`src/ucal_pkg.sv`:
```
package ucal_pkg;

  // Number of register stages between the input and the result port.
  localparam int unsigned NumStages = 6;

  typedef logic [NumStages-1:0] stage_en_t;

  localparam logic [3:0]  TzReset     = 4'd3;
  localparam logic [15:0] SecsPerHour = 16'd3600;
  localparam logic [11:0] EpochYear   = 12'd1970;
  localparam logic [8:0]  FebLastDay  = 9'd58;

  // Reciprocals for exact floor division by constants. Each one is
  // ceil(2^shift / divisor) with the shift chosen for the operand width.
  localparam logic [25:0] RecipDiv675  = 26'd50903317;  // x < 2^25, shift 35
  localparam logic [18:0] RecipDiv1461 = 19'd367469;    // x < 2^18, shift 29
  localparam logic [17:0] RecipDiv60   = 18'd139811;    // x < 2^17, shift 23
  localparam logic [13:0] RecipDiv367  = 14'd11429;     // x < 2^13, shift 22
  localparam logic [17:0] RecipDiv7    = 18'd149797;    // x < 2^17, shift 20

  // Floor of x / 60 for any 17-bit x below 122880 (the result is 11 bits).
  function automatic logic [10:0] div60(input logic [16:0] x);
    logic [34:0] prod;
    prod = {18'b0, x} * {17'b0, RecipDiv60};
    return prod[33:23];
  endfunction

  // First day of month (0-based) in the year with a 30-day February.
  function automatic logic [8:0] month_start(input logic [3:0] mon0);
    logic [8:0] start;
    unique case (mon0)
      4'd0:    start = 9'd0;
      4'd1:    start = 9'd31;
      4'd2:    start = 9'd61;
      4'd3:    start = 9'd92;
      4'd4:    start = 9'd122;
      4'd5:    start = 9'd153;
      4'd6:    start = 9'd183;
      4'd7:    start = 9'd214;
      4'd8:    start = 9'd245;
      4'd9:    start = 9'd275;
      4'd10:   start = 9'd306;
      4'd11:   start = 9'd336;
      default: start = 9'd0;
    endcase
    return start;
  endfunction

endpackage

```
`src/ucal_datapath.sv`:
```
module ucal_datapath
  import ucal_pkg::*;
(
  input  logic        clk,
  input  stage_en_t   stage_en,
  input  logic [3:0]  tz_hours,
  input  logic [31:0] unix_seconds,
  output logic [11:0] year,
  output logic [3:0]  month,
  output logic [4:0]  day_of_month,
  output logic [2:0]  day_of_week,
  output logic [4:0]  hour,
  output logic [5:0]  minute,
  output logic [5:0]  second
);

  // Stage 1: local time.
  logic [31:0] local1_r;
  logic [15:0] tz_secs;

  // Stage 2: day count.
  logic [24:0] q1_2_r;
  logic [6:0]  lo7_2_r;
  logic [15:0] days2_r;
  logic [50:0] prod675;

  // Stage 3: seconds of day, year count, weekday quotient.
  logic [16:0] sod3_r;
  logic [15:0] days3_r;
  logic [7:0]  years3_r;
  logic [16:0] wk3_r;
  logic [13:0] q7_3_r;
  logic [24:0] rem675;
  logic [17:0] ynum;
  logic [36:0] prod1461;
  logic [16:0] wkx;
  logic [34:0] prod7;

  // Stage 4: minutes of day, day of year, weekday.
  logic [16:0] sod4_r;
  logic [10:0] mod4_r;
  logic [8:0]  yday4_r;
  logic [7:0]  years4_r;
  logic [2:0]  dow4_r;
  logic [18:0] ystart;
  logic [15:0] ydiff;
  logic [16:0] wkr;

  // Stage 5: hour, second, adjusted day of year.
  logic [10:0] mod5_r;
  logic [4:0]  hour5_r;
  logic [5:0]  second5_r;
  logic [8:0]  yday5_r;
  logic [11:0] year5_r;
  logic [2:0]  dow5_r;
  logic [10:0] hq;
  logic [16:0] sec_full;
  logic        leap;
  logic [8:0]  yday_adj;

  // Stage 6: output registers.
  logic [11:0] year6_r;
  logic [3:0]  month6_r;
  logic [4:0]  mday6_r;
  logic [2:0]  dow6_r;
  logic [4:0]  hour6_r;
  logic [5:0]  minute6_r;
  logic [5:0]  second6_r;
  logic [12:0] mnum;
  logic [26:0] prod367;
  logic [3:0]  mon0;
  logic [8:0]  mday_full;
  logic [10:0] min_full;

  assign tz_secs = {12'b0, tz_hours} * SecsPerHour;

  always_ff @(posedge clk) begin
    if (stage_en[0]) begin
      local1_r <= unix_seconds + {16'b0, tz_secs};
    end
  end

  // 86400 = 128 * 675: the low seven bits pass straight to the remainder.
  assign prod675 = {26'b0, local1_r[31:7]} * {25'b0, RecipDiv675};

  always_ff @(posedge clk) begin
    if (stage_en[1]) begin
      q1_2_r  <= local1_r[31:7];
      lo7_2_r <= local1_r[6:0];
      days2_r <= prod675[50:35];
    end
  end

  assign rem675   = q1_2_r - ({9'b0, days2_r} * 25'd675);
  assign ynum     = {days2_r, 2'b10};
  assign prod1461 = {19'b0, ynum} * {18'b0, RecipDiv1461};
  assign wkx      = {1'b0, days2_r} + 17'd4;
  assign prod7    = {18'b0, wkx} * {17'b0, RecipDiv7};

  always_ff @(posedge clk) begin
    if (stage_en[2]) begin
      sod3_r   <= {rem675[9:0], lo7_2_r};
      days3_r  <= days2_r;
      years3_r <= prod1461[36:29];
      wk3_r    <= wkx;
      q7_3_r   <= prod7[33:20];
    end
  end

  assign ystart = ({11'b0, years3_r} * 19'd1461) + 19'd1;
  assign ydiff  = days3_r - ystart[17:2];
  assign wkr    = wk3_r - ({3'b0, q7_3_r} * 17'd7);

  always_ff @(posedge clk) begin
    if (stage_en[3]) begin
      sod4_r   <= sod3_r;
      mod4_r   <= div60(sod3_r);
      yday4_r  <= ydiff[8:0];
      years4_r <= years3_r;
      dow4_r   <= wkr[2:0];
    end
  end

  assign hq       = div60({6'b0, mod4_r});
  assign sec_full = sod4_r - ({6'b0, mod4_r} * 17'd60);
  // Epoch year 1970 is 2 mod 4, so a leap year has years = 2 mod 4.
  assign leap     = (years4_r[1:0] == 2'd2);

  always_comb begin
    if (yday4_r > (FebLastDay + {8'b0, leap})) begin
      yday_adj = yday4_r + 9'd2 - {8'b0, leap};
    end else begin
      yday_adj = yday4_r;
    end
  end

  always_ff @(posedge clk) begin
    if (stage_en[4]) begin
      mod5_r    <= mod4_r;
      hour5_r   <= hq[4:0];
      second5_r <= sec_full[5:0];
      yday5_r   <= yday_adj;
      year5_r   <= EpochYear + {4'b0, years4_r};
      dow5_r    <= dow4_r;
    end
  end

  assign mnum      = ({4'b0, yday5_r} * 13'd12) + 13'd6;
  assign prod367   = {14'b0, mnum} * {13'b0, RecipDiv367};
  assign mon0      = prod367[25:22];
  assign mday_full = yday5_r - month_start(mon0) + 9'd1;
  assign min_full  = mod5_r - ({6'b0, hour5_r} * 11'd60);

  always_ff @(posedge clk) begin
    if (stage_en[5]) begin
      year6_r   <= year5_r;
      month6_r  <= mon0 + 4'd1;
      mday6_r   <= mday_full[4:0];
      dow6_r    <= dow5_r;
      hour6_r   <= hour5_r;
      minute6_r <= min_full[5:0];
      second6_r <= second5_r;
    end
  end

  assign year         = year6_r;
  assign month        = month6_r;
  assign day_of_month = mday6_r;
  assign day_of_week  = dow6_r;
  assign hour         = hour6_r;
  assign minute       = minute6_r;
  assign second       = second6_r;

endmodule

```
`src/unix_time_to_calendar_core.sv`:
```
// Channel | Direction | Ports
// in      | input     | in_valid, in_ready, in_unix_seconds
// out     | output    | out_valid, out_ready, out_year .. out_second
// cfg     | input     | cfg_valid, cfg_ready, cfg_tz_hours
//
// A six-stage pipeline accepts one item per cycle unless it is full and the output
// is stalled; each result passes through the stage registers in order and waits
// on the output until out_ready takes it.
// Reset (rst_n low, synchronous) empties the pipeline and sets tz_hours to 3.
// Each stage holds while the stage after it is full and stalled, so empty
// stages keep filling while a result waits at the output.
module unix_time_to_calendar_core
  import ucal_pkg::*;
(
  input  logic        clk,
  input  logic        rst_n,
  input  logic        in_valid,
  output logic        in_ready,
  input  logic [31:0] in_unix_seconds,
  output logic        out_valid,
  input  logic        out_ready,
  output logic [11:0] out_year,
  output logic [3:0]  out_month,
  output logic [4:0]  out_day_of_month,
  output logic [2:0]  out_day_of_week,
  output logic [4:0]  out_hour,
  output logic [5:0]  out_minute,
  output logic [5:0]  out_second,
  input  logic        cfg_valid,
  output logic        cfg_ready,
  input  logic [3:0]  cfg_tz_hours
);

  logic [3:0] tz_r;
  logic [3:0] tz_nxt;
  stage_en_t  v_r;
  stage_en_t  v_nxt;
  stage_en_t  stage_rdy;

  assign cfg_ready = 1'b1;

  always_comb begin
    tz_nxt = tz_r;
    if (cfg_valid && cfg_ready) begin
      tz_nxt = cfg_tz_hours;
    end
  end

  always_ff @(posedge clk) begin
    if (!rst_n) begin
      tz_r <= TzReset;
    end else begin
      tz_r <= tz_nxt;
    end
  end

  // A stage loads when it is empty or its contents move on this cycle.
  always_comb begin
    stage_rdy[NumStages-1] = !v_r[NumStages-1] || out_ready;
    for (int k = NumStages - 2; k >= 0; k--) begin
      stage_rdy[k] = !v_r[k] || stage_rdy[k+1];
    end
    v_nxt[0] = stage_rdy[0] ? in_valid : v_r[0];
    for (int k = 1; k < NumStages; k++) begin
      v_nxt[k] = stage_rdy[k] ? v_r[k-1] : v_r[k];
    end
  end

  always_ff @(posedge clk) begin
    if (!rst_n) begin
      v_r <= '0;
    end else begin
      v_r <= v_nxt;
    end
  end

  assign in_ready  = stage_rdy[0];
  assign out_valid = v_r[NumStages-1];

  ucal_datapath u_dp (
    .clk          (clk),
    .stage_en     (stage_rdy),
    .tz_hours     (tz_r),
    .unix_seconds (in_unix_seconds),
    .year         (out_year),
    .month        (out_month),
    .day_of_month (out_day_of_month),
    .day_of_week  (out_day_of_week),
    .hour         (out_hour),
    .minute       (out_minute),
    .second       (out_second)
  );

  // The pipeline only refuses input when every stage holds an item.
  a_full_when_blocked: assert property (@(posedge clk) disable iff (!rst_n)
    !in_ready |-> (&v_r))
    else $error("input stalled with an empty stage");

  // Items are neither dropped nor duplicated inside the pipeline.
  a_item_count: assert property (@(posedge clk) disable iff (!rst_n)
    ##1 ($countones(v_r) == $countones($past(v_r))
         + int'($past(in_valid && in_ready))
         - int'($past(out_valid && out_ready))))
    else $error("pipeline item count mismatch");

  a_date_range: assert property (@(posedge clk) disable iff (!rst_n)
    out_valid |-> (out_month >= 4'd1 && out_month <= 4'd12
                   && out_day_of_month >= 5'd1 && out_day_of_week <= 3'd6))
    else $error("date field out of range");

  a_time_range: assert property (@(posedge clk) disable iff (!rst_n)
    out_valid |-> (out_hour <= 5'd23 && out_minute <= 6'd59 && out_second <= 6'd59))
    else $error("time field out of range");

endmodule

```
`config.mk`:
```
export PLATFORM = sky130hd
export DESIGN_NAME = unix_time_to_calendar_core
export DESIGN_NICKNAME = d
export VERILOG_FILES = /design/src/ucal_pkg.sv /design/src/ucal_datapath.sv /design/src/unix_time_to_calendar_core.sv
export SDC_FILE = /design/constraint.sdc
export NUM_CORES = 2
export LEC_CHECK = 0
export CAP_MARGIN = 5
export CELL_PAD_IN_SITES_DETAIL_PLACEMENT = 1
export CELL_PAD_IN_SITES_GLOBAL_PLACEMENT = 2
export CORE_AREA = 3 3 323 325
export DETAILED_ROUTE_END_ITERATION = 12
export DIE_AREA = 0 0 326 328
export DONT_BUFFER_PORTS = 1
export PLACE_DENSITY_LB_ADDON = 0.1
export SLEW_MARGIN = 10
export SYNTH_ARGS = -nofsm -noshare
export SYNTH_HDL_FRONTEND = slang
export SYNTH_SLANG_ARGS = --single-unit
```
`constraint.sdc`:
```
create_clock -name clk -period 11.2 [get_ports clk]
set_input_delay 2.24 -clock clk [delete_from_list [all_inputs] [get_ports clk]]
set_output_delay 2.24 -clock clk [all_outputs]
set_load 0.01 [all_outputs]
```
# After elaboration in Yosys (flattened, before gate mapping)
# Memories as Yosys holds them, arrays and structs flattened.
# Index checks and enable logic that the tools add are counted.
[totals] mem_count=1 ff_bits=245 rom_bits=144 output_inout_bits=44 inputBits=41 elab_cells=79
[mem_list] name="(no name shown)" words=16 width=9 read_ports=1 rd_clocked_by_memory_dff=0 write_ports=0 line="ucal_pkg.sv:31" text="unique case (mon0)"
[op_classes] mux=1 n_mul=13 n_lt_le_gt_ge=1 n_eq_ne=1 n_reduce_logical=12 n_addsub=16
[op_table] op="multiplier 17 x 18 -> 34 bit, second input constant" count=2
[op_table] op="multiplier 25 x 26 -> 51 bit, second input constant" count=1
[op_table] op="multiplier 17 x 19 -> 36 bit, second input constant" count=1
[op_table] op="adder 32 x 16 -> 32 bit" count=1
[op_table] op="multiplier 11 x 18 -> 28 bit, second input constant" count=1
[op_table] op="multiplier 13 x 14 -> 26 bit, second input constant" count=1
[op_table] op="adder 16 x 3 -> 17 bit, second input constant" count=1
[op_table] op="multiplier 16 x 10 -> 10 bit, second input constant" count=1
[op_table] op="multiplier 14 x 3 -> 3 bit, second input constant" count=1
[op_table] op="adder 13 x 3 -> 13 bit, second input constant" count=1
[op_table] op="adder 11 x 8 -> 12 bit, first input constant" count=1
[op_table] op="multiplier 4 x 8 -> 12 bit, second input constant" count=1
[op_table] op="subtractor 6 bit" count=2
[op_table] op="adder 11 x 1 -> 11 bit, second input constant" count=1
[op_table] op="multiplier 11 x 4 -> 4 bit, second input constant" count=1
[op_table] op="multiplier 8 x 11 -> 11 bit, second input constant" count=1
[op_table] op="multiplier 9 x 2 -> 11 bit, second input constant" count=1
[op_table] op="subtractor 10 bit" count=1
[op_table] op="adder 9 x 2 -> 9 bit, second input constant" count=1
[op_table] op="> comparator 9 bit" count=1
[op_table] op="two-way mux 9 bit" count=1
[op_table] op="subtractor 9 x 1 -> 9 bit" count=1
[op_table] op="subtractor 9 bit" count=1
[op_table] op="adder 6 x 1 -> 7 bit, first input constant" count=1
[op_table] op="other kinds (8)" count=18

# Logic depth before layout (Yosys ltp)
[depth] ltp_word=7 ltp_mapped=39 ltp_nobuf=39

# Hierarchy
# Synthesis repeated with hierarchy kept, for this count alone.
[hier_totals] cells_unflattened=3250 area_unflattened_um2=35639.2
[by_module_without_submodules] module="ucal_datapath" area_per_inst_um2=35246.3 n_inst=1 cells_each=3208
[by_module_without_submodules] module="unix_time_to_calendar_core" area_per_inst_um2=392.9 n_inst=1 cells_each=42

# Least setup slack after synthesis
# Ideal clock, no wire load.
[synth_path] kind="register to register" start="register u_dp.yday5_r[0]" end="register u_dp.mday6_r[4], in the netlist u_dp.day_of_month[4], data pin" stages_incl_launch_ff=38 t_arrival_ps=8027 n_path_buf=0 period_less_slack_ps=8287 setup_slack_ps=2913 cell_sequence="edfxtp_1 -> ha_1 -> inv_1 -> fa_1 -> nor2b_1 -> o21ai_1 -> a21boi_0 -> o21a_1 -> o211ai_1 -> and3b_1 -> nor3_1 -> a21oi_1 -> o22ai_1 -> ha_1 -> ha_1 -> inv_1 -> fa_1 -> inv_1 -> [2 not listed] -> fa_1 -> inv_1 -> ha_1 -> or4_1 -> a21oi_1 -> o211ai_1 -> a21boi_1 -> o21bai_1 -> xnor2_2 -> ha_1 -> nand2_1 -> a32oi_1 -> ha_1 -> ha_1 -> a21o_1 -> a21oi_1 -> xnor2_1 -> xnor2_1"
[synth_via] elab_chain_len=6
[synth_rtl] item="start: declaration" line="ucal_datapath.sv:53" text="logic [8:0] yday5_r;"
[synth_rtl] item="start signal: assignment" line="ucal_datapath.sv:142" text="yday5_r <= yday_adj;"
[synth_rtl] item="multiplier 9 x 2 -> 11 bit" line="ucal_datapath.sv:148" text="assign mnum = ({4'b0, yday5_r} * 13'd12) + 13'd6;"
[synth_rtl] item="adder 13 x 3 -> 13 bit" line="ucal_datapath.sv:148"
[synth_rtl] item="multiplier 13 x 14 -> 26 bit" line="ucal_datapath.sv:149" text="assign prod367 = {14'b0, mnum} * {13'b0, RecipDiv367};"
[synth_rtl] item="memory (16 x 9 bit)"
[synth_rtl] item="subtractor 5 bit *" line="ucal_datapath.sv:151" text="assign mday_full = yday5_r - month_start(mon0) + 9'd1;"
[synth_rtl] item="adder 5 x 1 -> 5 bit *" line="ucal_datapath.sv:151"
[synth_rtl] item="named net u_dp.mday_full[4]" line="ucal_datapath.sv:72" text="logic [8:0] mday_full;"
[synth_rtl] item="end signal: assignment" line="ucal_datapath.sv:158" text="mday6_r <= mday_full[4:0];"
[synth_rtl] item="end: declaration" line="ucal_datapath.sv:64" text="logic [4:0] mday6_r;"
# Mark *: on every way through the listed nets, which the timed path passes. The rest lies on a longest branch.
# A chain may end at the register's enable or synchronous reset.

# Worst setup path in the final report
# Ends and elaborated chain as after synthesis.

==> qor.json <==
{
  "run_status": "finished clean",
  "reg2reg_setup_slack_ns": 1.51,
  "ys_types": 76,
  "grt_max_degree": 42,
  "critical_path_arrival_ns": 10.01,
  "postPlaceCellArea_sq_um": 37170,
  "ctsHoldBuffers": 0,
  "dr_total_vias": 22023,
  "timing.critical_path.mode_cell": "ha_1",
  "syn-mean-instance-area_sq_um": 10.98,
  "layout-drive-gt1-share": 0.02736,
  "cts_setup_buffers": 0,
  "crit_path_max_fanout": 6,
  "timing.hold.worst.start": "u_dp.lo7_2_r[5]",
  "antenna_found_initial": 1,
  "max_clock_freq_ghz": 0.1032,
  "yosysSeqAreaShare": 0.1938,
  "floorplan.initialDensity": 0.3483,
  "rsz0062_at_grt": "no",
  "drt-total-wl_um": 87880,
  "finClkSkew_ns": 0.04314,
  "clockRootBuffer": "clkbuf_16",
  "finish.net_count": 4619,
  "number_of_remaining_drc_errors": 0,
  "gp_congestion": 0.8077,
  "mappedNetlistArea_sq_um": 35440,
  "hold-worst-slack_ns": 0.4035,
  "finalCritPeriodShare": 0.8648,
  "routed_wl_per_cell_um": 18.87,
  "detailedRoute.firstIterationViolations": 597,
  "areaGrowthSynthToFinish_pct": 8.520,
  "top_level_ports": 85,
  "r2r_cells": 37,
  "antenna-diode-count": 0,
  "drv.max_cap_violation_count": 0,
  "firstDrtPassIters": 5,
  "timing_hold_violations_final": 0,
  "holdPathEnd": "u_dp.sod3_r[5]",
  "cts_repair_resize_count": 0,
  "clk_path_buf_depth": 3,
  "worst_pin_slew_ns": 1.030,
  "gr-usage-all-layers": 0.1706,
  "synth.yosys.warnings": 0,
  "grt_pass1_wl_um": 142900,
  "final.setup.tns_ns": 0,
  "maxSlewViolCount": 0,
  "die-height_um": 328,
  "endpoint_kind": "flip-flop",
  "core_area_sq_um": 101700,
  "tritoncts_num_sinks": 232,
  "timing.critical_path.from_type": "flip-flop",
  "vias_per_cell": 4.729,
  "crit_path_max_incr_delay_ns": 0.56,
  "tritoncts_clock_tree": "done",
  "max-slew-margin-rel": 0.3136,
  "synth_async_sr_flop_share": 0,
  "via_count_of_the_first_global_routing_pass": 25642,
  "timing_worst_setup_path_type": "flip-flop to flip-flop",
  "slowest_stage": "o22ai_1",
  "worstReg2RegEnd": "u_dp.day_of_month[4]",
  "timing.final.setup_violations": 0,
  "crit-reg2reg-launch": "u_dp.yday5_r[0]",
  "synth_nets": 4584,
  "instance_count_of_the_mapped_netlist": 3227,
  "floorplan.die.width_um": 326,
  "hpwlAfterDp_um": 76370,
  "worstSkewPairLatency_ns": 0.58,
  "detail-route-antenna-nets": 0,
  "clk_transition_reported_paths_ns": 0.06,
  "holdPathStages": 0,
  "finish.utilization": 0.3780,
  "hp-class": "flip-flop to flip-flop",
  "number_of_buffers_created_by_cts": 35,
  "post-route-min-period_ns": 9.686,
  "synth_enable_flop_cells": 222,
  "crit_required_ns": 11.52,
  "rows": 117,
  "dieArea_sq_um": 106900,
  "leading_register_cell_type_out_of_synthesis": "edfxtp_1",
  "gr-total-overflow": 0,
  "ys_ff_latch": 232,
  "ctsHtreeMaxLevel": 2,
  "post-route-cell-area_sq_um": 38450,
  "port-buffer-count": 0
}
[cell usage after synthesis (all sizes together) (10+ instances only)]
master    n  share of area
fa      456           0.26
a21oi   114          0.016
a211oi   11         0.0023
nor3     27         0.0040
xor2     53          0.013
o21bai   15         0.0032
ha      860           0.30
nor2     77         0.0082
nand2    57         0.0060
edfxtp  222           0.19
and3     10         0.0018
nand3    32         0.0045
nor3b    13         0.0028
inv     831          0.088
and2     10         0.0018
nor2b    18         0.0034
nand4    22         0.0039
dfxtp    10         0.0056
a21o     40         0.0085
o21ai    54         0.0079
o21a     30         0.0064
xnor2   130          0.033
[state kept, by name (all words and copies together) (netlist names), 7 cells and up]
name	cells
u_dp.yday4_r	9
u_dp.lo7_2_r	7
u_dp.q1_2_r	10
u_dp.year5_r	12
u_dp.days3_r	7
u_dp.year	12
u_dp.years4_r	8
u_dp.local1_r	32
u_dp.sod3_r	17
u_dp.days2_r	16
u_dp.years3_r	8
u_dp.yday5_r	9
u_dp.mod4_r	11
[per-stage QoR]
step                      instances  setup WS [ns]
after floorplan                3227          2.913
after global placement         4593          1.666
after detailed placement       4593          1.377
after CTS                      4657          1.359
after global routing           4657         0.7534
final                          4657          1.514
[worst max-delay path by stage]
| stage | startpoint | to | slack [ns] | depth (start not counted) |
|---|---|---|---|---|
| floorplan | u_dp.yday5_r[0] | u_dp.day_of_month[4] | 2.91 | 37 |
| global placement | u_dp.yday5_r[0] | u_dp.day_of_month[4] | 1.67 | 37 |
| detailed placement | u_dp.yday5_r[0] | u_dp.day_of_month[4] | 1.38 | 37 |
| CTS | u_dp.yday5_r[0] | u_dp.day_of_month[4] | 1.36 | 37 |
| global route | u_dp.yday5_r[0] | u_dp.day_of_month[4] | 0.75 | 37 |
| finish | u_dp.yday5_r[0] | u_dp.day_of_month[4] | 1.51 | 37 |
[kinds of logic (layout without fill, tap and decap cells)]
kind of cell | Yosys count | count (layout) | synth area share
and+or+nand+nor | 306 | 306 | 0.04456
muxes | 10 | 10 | 0.002860
buffers and inverters | 842 | 904 | 0.08954
DFF | 232 | 232 | 0.1938
xor gates and xnor gates | 183 | 183 | 0.04566
AOI/OAI and AO/OA | 337 | 337 | 0.06222
adders and majority gates | 1316 | 1316 | 0.5613
other | 1 | 1 | 0.0001058
[per-layer routing]
metal / track usage / vias up / share of wire
met5: 0 / - / 0.000080
met4: 0.03830 / 2 / 0.018
met3: 0.01690 / 75 / 0.024
met2: 0.3074 / 176 / 0.50
met1: 0.2205 / 11135 / 0.46
li1: - / 10635 / -
[layout by cell type (no fill, tap or decap), types with 11 or more instances in the layout]
| cell | instances |
|---|---|
| nor2_1 | 77 |
| nand2_1 | 56 |
| clkbuf_16 | 36 |
| ha_1 | 860 |
| nand4_1 | 22 |
| edfxtp_1 | 222 |
| nor2b_1 | 17 |
| o21bai_1 | 15 |
| xor2_1 | 53 |
| o21ai_1 | 19 |
| o21ai_0 | 32 |
| nor3b_1 | 13 |
| o21a_1 | 30 |
| nor3_1 | 26 |
| fa_1 | 456 |
| a21oi_1 | 114 |
| a21o_1 | 40 |
| inv_1 | 830 |
| nand3_1 | 31 |
| a211oi_1 | 11 |
| xnor2_1 | 128 |
[area by class of cell]
cell class                 instances  area [sq um]
timing repair buffer               9         67.56
sequential                       232          6867
clock buffer                      39         912.1
inverter                         831          3119
clock inverter                    25         366.6
tap                             1368          1712
multi-input combinational       2153         25410
fill                           11282         63290
[critical path, delay by kind of cell, from the launching register on]
kind                       cells  cell delay, ns
adders and majority gates     11            4.04
DFF                            1            0.54
buffers and inverters          5            0.34
and+or+nand+nor                8            1.80
xor gates and xnor gates       3            0.55
AOI/OAI and AO/OA             10            2.16
Power is left out: the tool's default activity adds up to more than one toggle a clock period on the data nets, which glitch-free logic cannot reach.
